===== config.mk =====
export PLATFORM = sky130hd
export DESIGN_NAME = atan2_octant_table_interp
export DESIGN_NICKNAME = d
export VERILOG_FILES = /design/src/rtl/core/a2o_pkg.sv /design/src/rtl/core/a2o_div_cell.sv /design/src/rtl/core/a2o_interp.sv /design/src/rtl/core/atan2_octant_table_interp.sv
export SDC_FILE = /design/constraint.sdc
export NUM_CORES = 2
export LEC_CHECK = 0
export BUFFER_PORTS_ARGS = -buffer_cell sky130_fd_sc_hd__buf_2
export CAP_MARGIN = 10
export CORE_MARGIN = 4
export CORE_UTILIZATION = 65
export DETAILED_ROUTE_END_ITERATION = 8
export GPL_ROUTABILITY_DRIVEN = 0
export PLACE_DENSITY_LB_ADDON = 0.08
export REMOVE_ABC_BUFFERS = 1
export SETUP_SLACK_MARGIN = 0.05
export SLEW_MARGIN = 10
export SYNTH_ARGS = -nofsm -noshare
export SYNTH_HDL_FRONTEND = slang
export SYNTH_SLANG_ARGS = --single-unit

===== constraint.sdc =====
create_clock -name clk_i -period 11.32 [get_ports clk_i]
set_clock_uncertainty 0.15 [all_clocks]
set_input_delay 2.264 -clock clk_i [delete_from_list [all_inputs] [get_ports clk_i]]
set_output_delay 2.264 -clock clk_i [all_outputs]
set_load 0.005 [all_outputs]

===== src/rtl/core/a2o_pkg.sv =====
// Shared types, constants and table functions for the octant atan2 block.
// No dependencies.
package a2o_pkg;

  localparam int unsigned SECTIONS = 8;
  localparam logic signed [15:0] DEG90  = 16'sd11520;
  localparam logic signed [15:0] DEG180 = 16'sd23040;

  typedef struct packed {
    logic ys;
    logic xs;
    logic le;
    logic zero;
    logic last;
  } a2o_tag_t;

  // {y<0, x<0, |y|<=|x|}
  typedef enum logic [2:0] {
    OCT_PP_STEEP = 3'd0,
    OCT_PP_FLAT  = 3'd1,
    OCT_PN_STEEP = 3'd2,
    OCT_PN_FLAT  = 3'd3,
    OCT_NP_STEEP = 3'd4,
    OCT_NP_FLAT  = 3'd5,
    OCT_NN_STEEP = 3'd6,
    OCT_NN_FLAT  = 3'd7
  } a2o_oct_e;

  // atan(p/8) in 1/128 degree
  function automatic logic [12:0] a2o_lo(input logic [3:0] p);
    logic [12:0] r;
    case (p)
      4'd0:    r = 13'd0;
      4'd1:    r = 13'd912;
      4'd2:    r = 13'd1797;
      4'd3:    r = 13'd2631;
      4'd4:    r = 13'd3400;
      4'd5:    r = 13'd4097;
      4'd6:    r = 13'd4719;
      4'd7:    r = 13'd5272;
      4'd8:    r = 13'd5760;
      default: r = 13'd0;
    endcase
    return r;
  endfunction

  // T[p+1] - T[p]; zero past the last section (weight is zero there)
  function automatic logic [9:0] a2o_step(input logic [3:0] p);
    logic [9:0] r;
    case (p)
      4'd0:    r = 10'd912;
      4'd1:    r = 10'd885;
      4'd2:    r = 10'd834;
      4'd3:    r = 10'd769;
      4'd4:    r = 10'd697;
      4'd5:    r = 10'd622;
      4'd6:    r = 10'd553;
      4'd7:    r = 10'd488;
      default: r = 10'd0;
    endcase
    return r;
  endfunction

endpackage


===== src/rtl/core/a2o_div_cell.sv =====
// One restoring-division cell: resolves one quotient bit of min/max per stage.
// Depends on a2o_pkg.
module a2o_div_cell #(
  parameter int unsigned W     = 16,
  parameter int unsigned R     = 16,
  parameter bit          FIRST = 1'b0
) (
  input  logic              clk_i,
  input  logic              rst_ni,
  input  logic              valid_i,
  input  a2o_pkg::a2o_tag_t tag_i,
  input  logic [W-1:0]      big_i,
  input  logic [W-1:0]      rem_i,
  input  logic [R:0]        quo_i,
  output logic              valid_o,
  output a2o_pkg::a2o_tag_t tag_o,
  output logic [W-1:0]      big_o,
  output logic [W-1:0]      rem_o,
  output logic [R:0]        quo_o
);
  import a2o_pkg::*;

  logic [W:0]   trial;
  logic [W:0]   diff;
  logic         bit_d;
  logic [W-1:0] rem_d;
  logic [R:0]   quo_d;
  logic         valid_q;
  a2o_tag_t     tag_q;
  logic [W-1:0] big_q;
  logic [W-1:0] rem_q;
  logic [R:0]   quo_q;

  always_comb begin
    trial = FIRST ? {1'b0, rem_i} : {rem_i, 1'b0};
    diff  = trial - {1'b0, big_i};
    bit_d = trial >= {1'b0, big_i};
    rem_d = bit_d ? diff[W-1:0] : trial[W-1:0];
    quo_d = {quo_i[R-1:0], bit_d};
  end

  always_ff @(posedge clk_i or negedge rst_ni) begin
    if (!rst_ni) begin
      valid_q <= 1'b0;
    end else begin
      valid_q <= valid_i;
    end
  end

  always_ff @(posedge clk_i) begin
    tag_q <= tag_i;
    big_q <= big_i;
    rem_q <= rem_d;
    quo_q <= quo_d;
  end

  assign valid_o = valid_q;
  assign tag_o   = tag_q;
  assign big_o   = big_q;
  assign rem_o   = rem_q;
  assign quo_o   = quo_q;

endmodule


===== src/rtl/core/a2o_interp.sv =====
// Section lookup, linear interpolation and octant fold, two register stages.
// Depends on a2o_pkg.
module a2o_interp #(
  parameter int unsigned R = 16
) (
  input  logic              clk_i,
  input  logic              rst_ni,
  input  logic              valid_i,
  input  a2o_pkg::a2o_tag_t tag_i,
  input  logic [R:0]        quo_i,
  output logic              valid_o,
  output logic [15:0]       angle_o,
  output logic              last_o
);
  import a2o_pkg::*;

  localparam int unsigned F = R - 3;
  localparam logic [F+10:0] HALF = (F+11)'(1) << (F - 1);

  logic [R:0]      q;
  logic [3:0]      sec;
  logic [F-1:0]    k;
  logic [F+9:0]    prod_d;
  logic            v1_q;
  a2o_tag_t        tag1_q;
  logic [12:0]     lo1_q;
  logic [F+9:0]    prod1_q;
  logic [F+10:0]   sum;
  logic [12:0]     interp;
  logic signed [15:0] res_d;
  logic            v2_q;
  logic [15:0]     angle_q;
  logic            last_q;

  always_comb begin
    q      = tag_i.zero ? '0 : quo_i;
    sec    = q[R:F];
    k      = q[F-1:0];
    prod_d = (F+10)'(a2o_step(sec)) * (F+10)'(k);
  end

  always_comb begin
    sum    = {1'b0, prod1_q} + HALF;
    interp = lo1_q + 13'(sum[F+10:F]);
    case (a2o_oct_e'({tag1_q.ys, tag1_q.xs, tag1_q.le}))
      OCT_PP_STEEP: res_d = DEG90 - $signed({3'b000, interp});
      OCT_PP_FLAT:  res_d = $signed({3'b000, interp});
      OCT_PN_STEEP: res_d = DEG90 + $signed({3'b000, interp});
      OCT_PN_FLAT:  res_d = DEG180 - $signed({3'b000, interp});
      OCT_NP_STEEP: res_d = -DEG90 + $signed({3'b000, interp});
      OCT_NP_FLAT:  res_d = -$signed({3'b000, interp});
      OCT_NN_STEEP: res_d = -DEG90 - $signed({3'b000, interp});
      OCT_NN_FLAT:  res_d = -DEG180 + $signed({3'b000, interp});
      default:      res_d = '0;
    endcase
  end

  always_ff @(posedge clk_i or negedge rst_ni) begin
    if (!rst_ni) begin
      v1_q <= 1'b0;
      v2_q <= 1'b0;
    end else begin
      v1_q <= valid_i;
      v2_q <= v1_q;
    end
  end

  always_ff @(posedge clk_i) begin
    tag1_q  <= tag_i;
    lo1_q   <= a2o_lo(sec);
    prod1_q <= prod_d;
    angle_q <= res_d;
    last_q  <= tag1_q.last;
  end

  assign valid_o = v2_q;
  assign angle_o = angle_q;
  assign last_o  = last_q;

endmodule


===== src/rtl/core/atan2_octant_table_interp.sv =====
// Top level of the octant atan2: magnitude front stage, division cell chain, interpolator.
// Depends on a2o_pkg, a2o_div_cell, a2o_interp.
//
//   channel   handshake         fields
//   request   start / busy      x_value_i, y_value_i, last_pair_i
//   result    valid_o strobe    angle_deg_o, last_angle_o
//
// One request per clock; busy stays low. Each request passes through
// one front stage, RATIO_BITS + 1 division cells (one quotient bit each),
// and two interpolation stages. Results are strobed for one cycle in order.
// Reset clears only the valid bits along the chain; nothing can stall it.
module atan2_octant_table_interp #(
  parameter int unsigned INPUT_WIDTH = 16,
  parameter int unsigned RATIO_BITS  = 16
) (
  input  logic                   clk_i,
  input  logic                   rst_ni,
  input  logic                   start,
  output logic                   busy,
  input  logic [INPUT_WIDTH-1:0] x_value_i,
  input  logic [INPUT_WIDTH-1:0] y_value_i,
  input  logic                   last_pair_i,
  output logic                   valid_o,
  output logic [15:0]            angle_deg_o,
  output logic                   last_angle_o
);
  import a2o_pkg::*;

  localparam int unsigned W = INPUT_WIDTH;
  localparam int unsigned R = RATIO_BITS;
  localparam int unsigned N = R + 1;

  logic [W-1:0] ax;
  logic [W-1:0] ay;
  logic         le;
  a2o_tag_t     tag_d;
  logic         v0_q;
  a2o_tag_t     tag0_q;
  logic [W-1:0] big_q;
  logic [W-1:0] small_q;

  logic         v_w   [N+1];
  a2o_tag_t     tag_w [N+1];
  logic [W-1:0] big_w [N+1];
  logic [W-1:0] rem_w [N+1];
  logic [R:0]   quo_w [N+1];

  always_comb begin
    ax = x_value_i[W-1] ? (~x_value_i + W'(1)) : x_value_i;
    ay = y_value_i[W-1] ? (~y_value_i + W'(1)) : y_value_i;
    le = ay <= ax;
    tag_d.ys   = y_value_i[W-1];
    tag_d.xs   = x_value_i[W-1];
    tag_d.le   = le;
    tag_d.zero = (ax == '0) && (ay == '0);
    tag_d.last = last_pair_i;
  end

  always_ff @(posedge clk_i or negedge rst_ni) begin
    if (!rst_ni) begin
      v0_q <= 1'b0;
    end else begin
      v0_q <= start && !busy;
    end
  end

  always_ff @(posedge clk_i) begin
    tag0_q  <= tag_d;
    big_q   <= le ? ax : ay;
    small_q <= le ? ay : ax;
  end

  assign v_w[0]   = v0_q;
  assign tag_w[0] = tag0_q;
  assign big_w[0] = big_q;
  assign rem_w[0] = small_q;
  assign quo_w[0] = '0;

  for (genvar i = 0; i < N; i++) begin : g_cell
    a2o_div_cell #(
      .W     (W),
      .R     (R),
      .FIRST (i == 0)
    ) u_cell (
      .clk_i   (clk_i),
      .rst_ni  (rst_ni),
      .valid_i (v_w[i]),
      .tag_i   (tag_w[i]),
      .big_i   (big_w[i]),
      .rem_i   (rem_w[i]),
      .quo_i   (quo_w[i]),
      .valid_o (v_w[i+1]),
      .tag_o   (tag_w[i+1]),
      .big_o   (big_w[i+1]),
      .rem_o   (rem_w[i+1]),
      .quo_o   (quo_w[i+1])
    );
  end

  a2o_interp #(
    .R (R)
  ) u_interp (
    .clk_i   (clk_i),
    .rst_ni  (rst_ni),
    .valid_i (v_w[N]),
    .tag_i   (tag_w[N]),
    .quo_i   (quo_w[N]),
    .valid_o (valid_o),
    .angle_o (angle_deg_o),
    .last_o  (last_angle_o)
  );

  assign busy = 1'b0;

endmodule


# Word-level counts from Yosys, hierarchy flattened
# Memories as Yosys holds them, arrays and structs flattened. A register that Yosys moved wholly into a read port is not among the register bits.
# Index checks and enable logic that the tools add are counted.
[word_totals]
memories = 2
romBits = 288
wordCells = 267
in_bits = 36
ff_bits = 851
output_inout_bits = 19
[op_classes]
bitwise_logic = 2
order_cmp = 18
mux = 23
add_sub_neg = 27
mul = 1
eq_ne = 7
n_reduce_logical = 4
[mem_list]
columns = ["name", "words", "word_bits", "read_ports", "rd_ports_with_merged_regs", "write_ports", "line_no", "rtl"]
rows = [
  ["(no name shown)", 16, 13, 1, 1, 0, "a2o_pkg.sv:32", "case (p)"],
  ["(no name shown)", 8, 10, 1, 0, 0, "a2o_pkg.sv:50", "case (p)"],
]
[op_table]
columns = ["op", "count"]
rows = [
  ["$mux W16", 20],
  ["$ge A17 B16 Y1", 16],
  ["$sub A16 B16 Y16", 16],
  ["$pmux W16 S8", 1],
  ["$add A16 B1 Y16 const B", 2],
  ["$logic_not A16 Y1", 2],
  ["$not A16 Y16", 2],
  ["$add A23 B13 Y24 const B", 1],
  ["$mul A10 B13 Y23", 1],
  ["$mux W17", 1],
  ["$add A15 B14 Y16 const A", 1],
  ["$add A16 B14 Y16 const A", 1],
  ["$ge A16 B16 Y1", 1],
  ["$le A16 B16 Y1", 1],
  ["$neg A13 Y16", 1],
  ["$sub A15 B13 Y16 const A", 1],
  ["$sub A15 B14 Y16 const A", 1],
  ["$add A14 B13 Y15 const A", 1],
  ["$sub A14 B13 Y15 const A", 1],
  ["$add A13 B11 Y13", 1],
  ["$eq A3 B3 Y1 const B", 4],
  ["$mux W10", 1],
  ["$eq A3 B2 Y1 const B", 2],
  ["$eq A3 B1 Y1 const B", 1],
  ["2 further kinds", 2],
]

# Longest topological paths before layout
[depth]
word_depth = 5
depth_mapped = 30
depth_no_buf = 26

# Hierarchy
# From an unflattened synthesis, not the netlist that was laid out.
[unflattened]
hier_cells = 4595
area_unflattened_um2 = 47159.0
[modules_own_cells]
columns = ["mod", "cells_each", "seq_area_each_um2", "n_inst", "area_per_inst_um2"]
rows = [
  ["a2o_div_cell (g_cell[10].u_cell ...)", 206, 1106.1, 15, 2207.1],
  ["a2o_interp", 856, 950.9, 1, 7183.1],
  ["atan2_octant_table_interp", 248, 765.7, 1, 2372.3],
  ["a2o_div_cell (g_cell[0].u_cell)", 207, 1106.1, 1, 2290.9],
  ["a2o_div_cell (g_cell[2].u_cell)", 194, 1106.1, 1, 2205.9],
]

# Worst setup path before layout
# No wires, ideal clock.
[synth_timing]
kind = "register to register"
startpoint = "register g_cell[16].u_cell.tag_q, in the netlist g_cell[16].u_cell.tag_o[1]"
endpoint = "register u_interp.prod1_q[22]"
setup_time_ns = 0.072
stages_incl_launch_ff = 28
period_less_slack_ns = 6.993
arrival_time_ns = 6.770
setup_slack_ns = 4.327
path_buffers = 3
required_time_ns = 11.098
path_cell_list = "dfxtp_1 buf_4 clkbuf_1 clkbuf_1 nand2b_1 inv_1 ha_1 inv_1 a21oi_1 nor2_1 nor2_1 fa_1 fa_1 fa_1 fa_1 inv_1 fa_1 inv_1 ha_1 nor3_1 nor2_1 a21oi_1 a21oi_1 o41a_1 a41o_1 o41a_1 a21oi_2 xnor2_1"
[synth_via]
elab_chain_cells = 4
[synth_rtl]
columns = ["item", "line_no", "rtl"]
rows = [
  ["from (decl)", "a2o_div_cell.sv:29", "a2o_tag_t tag_q;"],
  ["from (signal assigned)", "a2o_div_cell.sv:51", "tag_q <= tag_i;"],
  ["$mux W17 (*)", "a2o_interp.sv:36", "q = tag_i.zero ? '0 : quo_i;"],
  ["$mem_v2 Z8 W10", "n/a", ""],
  ["$mux W10", "a2o_pkg.sv:50", ""],
  ["$mul A10 B13 Y23 (*)", "a2o_interp.sv:39", "prod_d = (F+10)'(a2o_step(sec)) * (F+10)'(k);"],
  ["named net u_interp.prod_d[22]", "a2o_interp.sv:23", "logic [F+9:0] prod_d;"],
  ["to (signal assigned)", "a2o_interp.sv:71", "prod1_q <= prod_d;"],
  ["to (decl)", "a2o_interp.sv:27", "logic [F+9:0] prod1_q;"],
]
# Mark *: on every way through the listed nets, which the timed path passes. The rest lies on a longest branch.
# A chain may end at the register's enable or synchronous reset.

# Worst setup path in the final report
# Ends and elaborated chain as after synthesis.

==> impl_table.tex <==
\begin{tabular}{lr}
\hline
Metric & Value \\
\hline
\multicolumn{2}{l}{\textbf{Floorplan}} \\
\quad Die Y & between 200 and 300 um \\
\quad Die extent in x & 256 um \\
\quad Area enclosed by the die boundary & between 60,000 and 70,000 um2 \\
\quad Number of core rows & 90 \\
\quad Core ar. & approximately 60,000 um2 \\
\quad I/O pin cnt & 55 \\
\quad Effective utilization at floorplan & roughly 66\% \\
\multicolumn{2}{l}{\textbf{Finish}} \\
\quad Final standard cell area without fillers & between 40,000 and 50,000 um2 \\
\quad Synth-to-layout area growth & 9.38\% \\
\quad Fraction of final layout cells sized beyond drive strength 1 & 6.53\% \\
\quad Final Net Count & 4,828 \\
\quad Number of inserted diodes & 0 \\
\quad Post-route insts no fill & 5,161 \\
\multicolumn{2}{l}{\textbf{Synthesis}} \\
\quad FFs w/ async S/R, synth & 2.35\% \\
\quad Post-synth cell types & 88 \\
\quad Synthesized instance count & 4,242 \\
\quad Synthesis warning total & 0 \\
\quad Number of synthesized flops with an enable pin & 0 \\
\quad Sequential cell area fraction in the yosys report & a little over two fifths \\
\quad Mean cell area of the mapped netlist & $\sim$9.4 um2 \\
\quad Number of register bits inferred by synthesis & approximately 850 \\
\quad Cell area after technology mapping & roughly 40,000 um2 \\
\quad Top flip-flop cell by instance count after synthesis & dfxtp\_1 \\
\multicolumn{2}{l}{\textbf{Global routing}} \\
\quad Final global-route overflow total & 0 \\
\quad Combined global-route utilization of all metal layers & 24.6\% \\
\quad First-pass GRT wire length & about 140,000 um \\
\quad Via count of the first global-routing pass & 27,841 \\
\quad Number of antenna violations at the first check in global routing & 2 \\
\quad Largest net degree at the start of global routing & 47 \\
\multicolumn{2}{l}{\textbf{STA}} \\
\quad Unrepaired setup endpoints after global routing & no \\
\quad Worst rel slew slack & about a third \\
\quad Minimum clock period & 7.39 ns \\
\quad Total count of hold-check failures in the final report & 0 \\
\quad Final count of negative-setup-slack endpoints & 0 \\
\quad Final total negative setup slack & 0 ns \\
\quad Number of slew-limit violations in the final report & 0 \\
\quad Final period utilization & between 60\% and 70\% \\
\quad Fmax achieved & 135 MHz \\
\quad Transition at the pin with the smallest max-transition slack & 0.980 ns \\
\quad Worst hold slack after final layout & 0.171 ns \\
\multicolumn{2}{l}{\textbf{Worst setup path}} \\
\quad Type of the worst setup path & flip-flop to flip-flop \\
\quad Startpoint of the worst-slack reg-to-reg timing path & g\_cell[16].u\_cell.tag\_o[1] \\
\quad Largest delay contributor family on the critical path & adder cells \\
\quad Worst-path maximum fanout & 46 \\
\quad Endpoint arrival time on the critical path & 7.79 ns \\
\quad WP buf/inv & 5 \\
\quad Crit path largest cell delay & 0.60 ns \\
\quad Endpoint class of the critical path & flip-flop \\
\quad Launch point of the worst path & g\_cell[16].u\_cell.tag\_o[1] \\
\quad Critical path's most frequent cell & fa\_1 \\
\quad Required time at the worst-slack endpoint & $\sim$12 ns \\
\quad Slowest stage cell on the critical path & nor2\_1 \\
\quad Kind of start point of the critical path & flip-flop \\
\multicolumn{2}{l}{\textbf{CTS}} \\
\quad Latest clock arrival within the worst-skew pair & 0.62 ns \\
\quad Maximum level of the CTS H-tree & 3 \\
\quad CTS tree & yes \\
\quad TritonCTS buffer count & 82 \\
\quad Maximum clock path buffer count & 3 \\
\quad Buffer cell driving the clock tree root & clkbuf\_16 \\
\quad Buffer count from post-CTS setup fixing & 0 \\
\quad Number of sinks on the clock net & 852 \\
\quad Post-CTS clock slew at the launch and capture registers of the worst setup and hold paths & 0.06 ns \\
\quad Post-cts hold buffer count & 0 \\
\quad Cts repair resizes & 0 \\
\multicolumn{2}{l}{\textbf{Detailed routing}} \\
\quad First-pass DRT Iterations & 5 \\
\quad Number of nets still failing antenna checks after routing & 0 \\
\quad Count of routing violations after the opening detailed-route iteration & 1,586 \\
\quad Via density per instance & about 5.5 \\
\quad DR WL/cell & 15.7 um \\
\quad \# DRC & 0 \\
\quad Total detailed-routing wirelength & around 81,000 um \\
\quad Total via count after detailed routing & 28,333 \\
\multicolumn{2}{l}{\textbf{Min path}} \\
\quad Hold Path Origin & g\_cell[8].u\_cell.tag\_o[0] \\
\quad Path category of the worst min-delay check & flip-flop to flip-flop \\
\multicolumn{2}{l}{\textbf{Place}} \\
\quad Placement-stage cell area & 40,900 um2 \\
\quad HPWL reported at the end of detailed placement & 62,100 um \\
\quad Cells after DPL & 5,012 \\
\quad Count of buffers inserted at the top-level ports & 53 \\
\multicolumn{2}{l}{\textbf{Run status}} \\
\quad Outcome & finished, final reports clean \\
\multicolumn{2}{l}{\textbf{Run}} \\
\quad Max-cap violations & 0 \\
\hline
\end{tabular}
[final timing paths]
kind,endpoint,slack (ns),cells past startpoint
setup / recovery,u_interp.prod1_q[22],3.93,25
hold / removal,g_cell[9].u_cell.tag_o[0],0.17,0
setup reg to reg,u_interp.prod1_q[22],3.93,25
hold reg to reg,g_cell[9].u_cell.tag_o[0],0.17,0
max in group asynchronous,g_cell[2].u_cell.valid_o,9.30,1
min in group asynchronous,u_interp.v1_q,1.42,1
[layout make-up]
type                       count  area (um2)
multi-input combinational   2743       20300
sequential                   852       17200
fill                        4662       16900
clock buffer                 120        2380
inverter                     572        2150
tap                          782         978
clock inverter                29         343
timing repair buffer          63         340
[cell usage after synthesis, drive strengths merged (60+ instances only)]
cell      n  area share [%]
a21o     60             1.1
a21oi   325             4.1
clkbuf   67            0.63
dfxtp   832              42
fa      102             5.1
ha      376              12
inv     571             5.4
nand2   200             1.9
nand2b   89             1.4
nand3    76            0.95
nand4    62            0.97
nor2    362             3.4
nor2b    75             1.2
nor3     76            0.97
o21ai   204             2.6
xnor2   145             3.2
xor2     85             1.9
[layout by cell type (no fill, tap or decap), drive strengths merged, types with 27 or more instances in the layout]
master,instances
nor2b,75
nand2,200
xor2,85
buf,63
nand3,76
o31ai,33
a21oi,325
ha,376
mux2,42
or2,32
or3,42
nor2,362
nor3,76
fa,102
nand4,62
o21ai,204
mux2i,38
inv,577
o21a,29
a21boi,36
nand2b,89
xnor2,145
nor4,28
a21o,60
dfxtp,832
a211oi,27
clkbuf,120
[state kept, by name, indices dropped and copies added (netlist names), 4 cells and up]
register,count
tag0_q,5
u_interp.tag1_q,4
u_interp.prod1_q,11
u_interp.lo1_q,13
big_q,16
g_cell.u_cell.valid_o,17
g_cell.u_cell.quo_o,153
g_cell.u_cell.rem_o,256
small_q,16
u_interp.angle_o,16
g_cell.u_cell.tag_o,85
g_cell.u_cell.big_o,256
[logic make-up after synthesis]
logic type / after synthesis / synth area share [%]
buf+inv: 647 / 6.16
xor+xnor: 230 / 5.05
flops: 852 / 43.0
other cells: 1 / 0.00940
simple gates: 1091 / 13.3
mux: 80 / 2.14
fa+ha+maj: 478 / 16.9
compound gates: 863 / 13.4
[routing by layer]
layer | global-route usage [%] | share of wire (%)
met1 | 32.0 | 45
met2 | 41.6 | 47
met3 | 3.58 | 4.3
met4 | 9.95 | 3.8
met5 | 0 | 0.032
[per-stage QoR]
| stage | utilization, % | setup slack, ns |
|---|---|---|
| 4_1_cts | 72.0 | 3.95 |
| 2_1_floorplan | - | 3.87 |
| 3_5_place_dp | 67.5 | 3.96 |
| 5_1_grt | 72.0 | 3.42 |
| 6_report | 72.0 | 3.93 |
| 3_3_place_gp | 67.5 | 4.07 |
[worst reg2reg max path: stages (launching register included)]
cell	delay (ns)
dfxtp_1	0.31
buf_4	0.34
nand2b_1	0.28
inv_1	0.12
ha_1	0.26
inv_1	0.06
a21oi_1	0.10
nor2_1	0.60
nor2_1	0.16
fa_1	0.51
fa_1	0.52
fa_1	0.52
fa_1	0.55
inv_1	0.06
fa_1	0.54
inv_1	0.05
ha_1	0.31
nor3_1	0.18
nor2_1	0.08
a21oi_1	0.13
a21oi_1	0.14
o41a_1	0.41
a41o_1	0.31
o41a_1	0.37
a21oi_2	0.16
xnor2_1	0.12
Power is not shown: default switching activity piles up to over one toggle a cycle in this logic, so the estimate is an artifact.
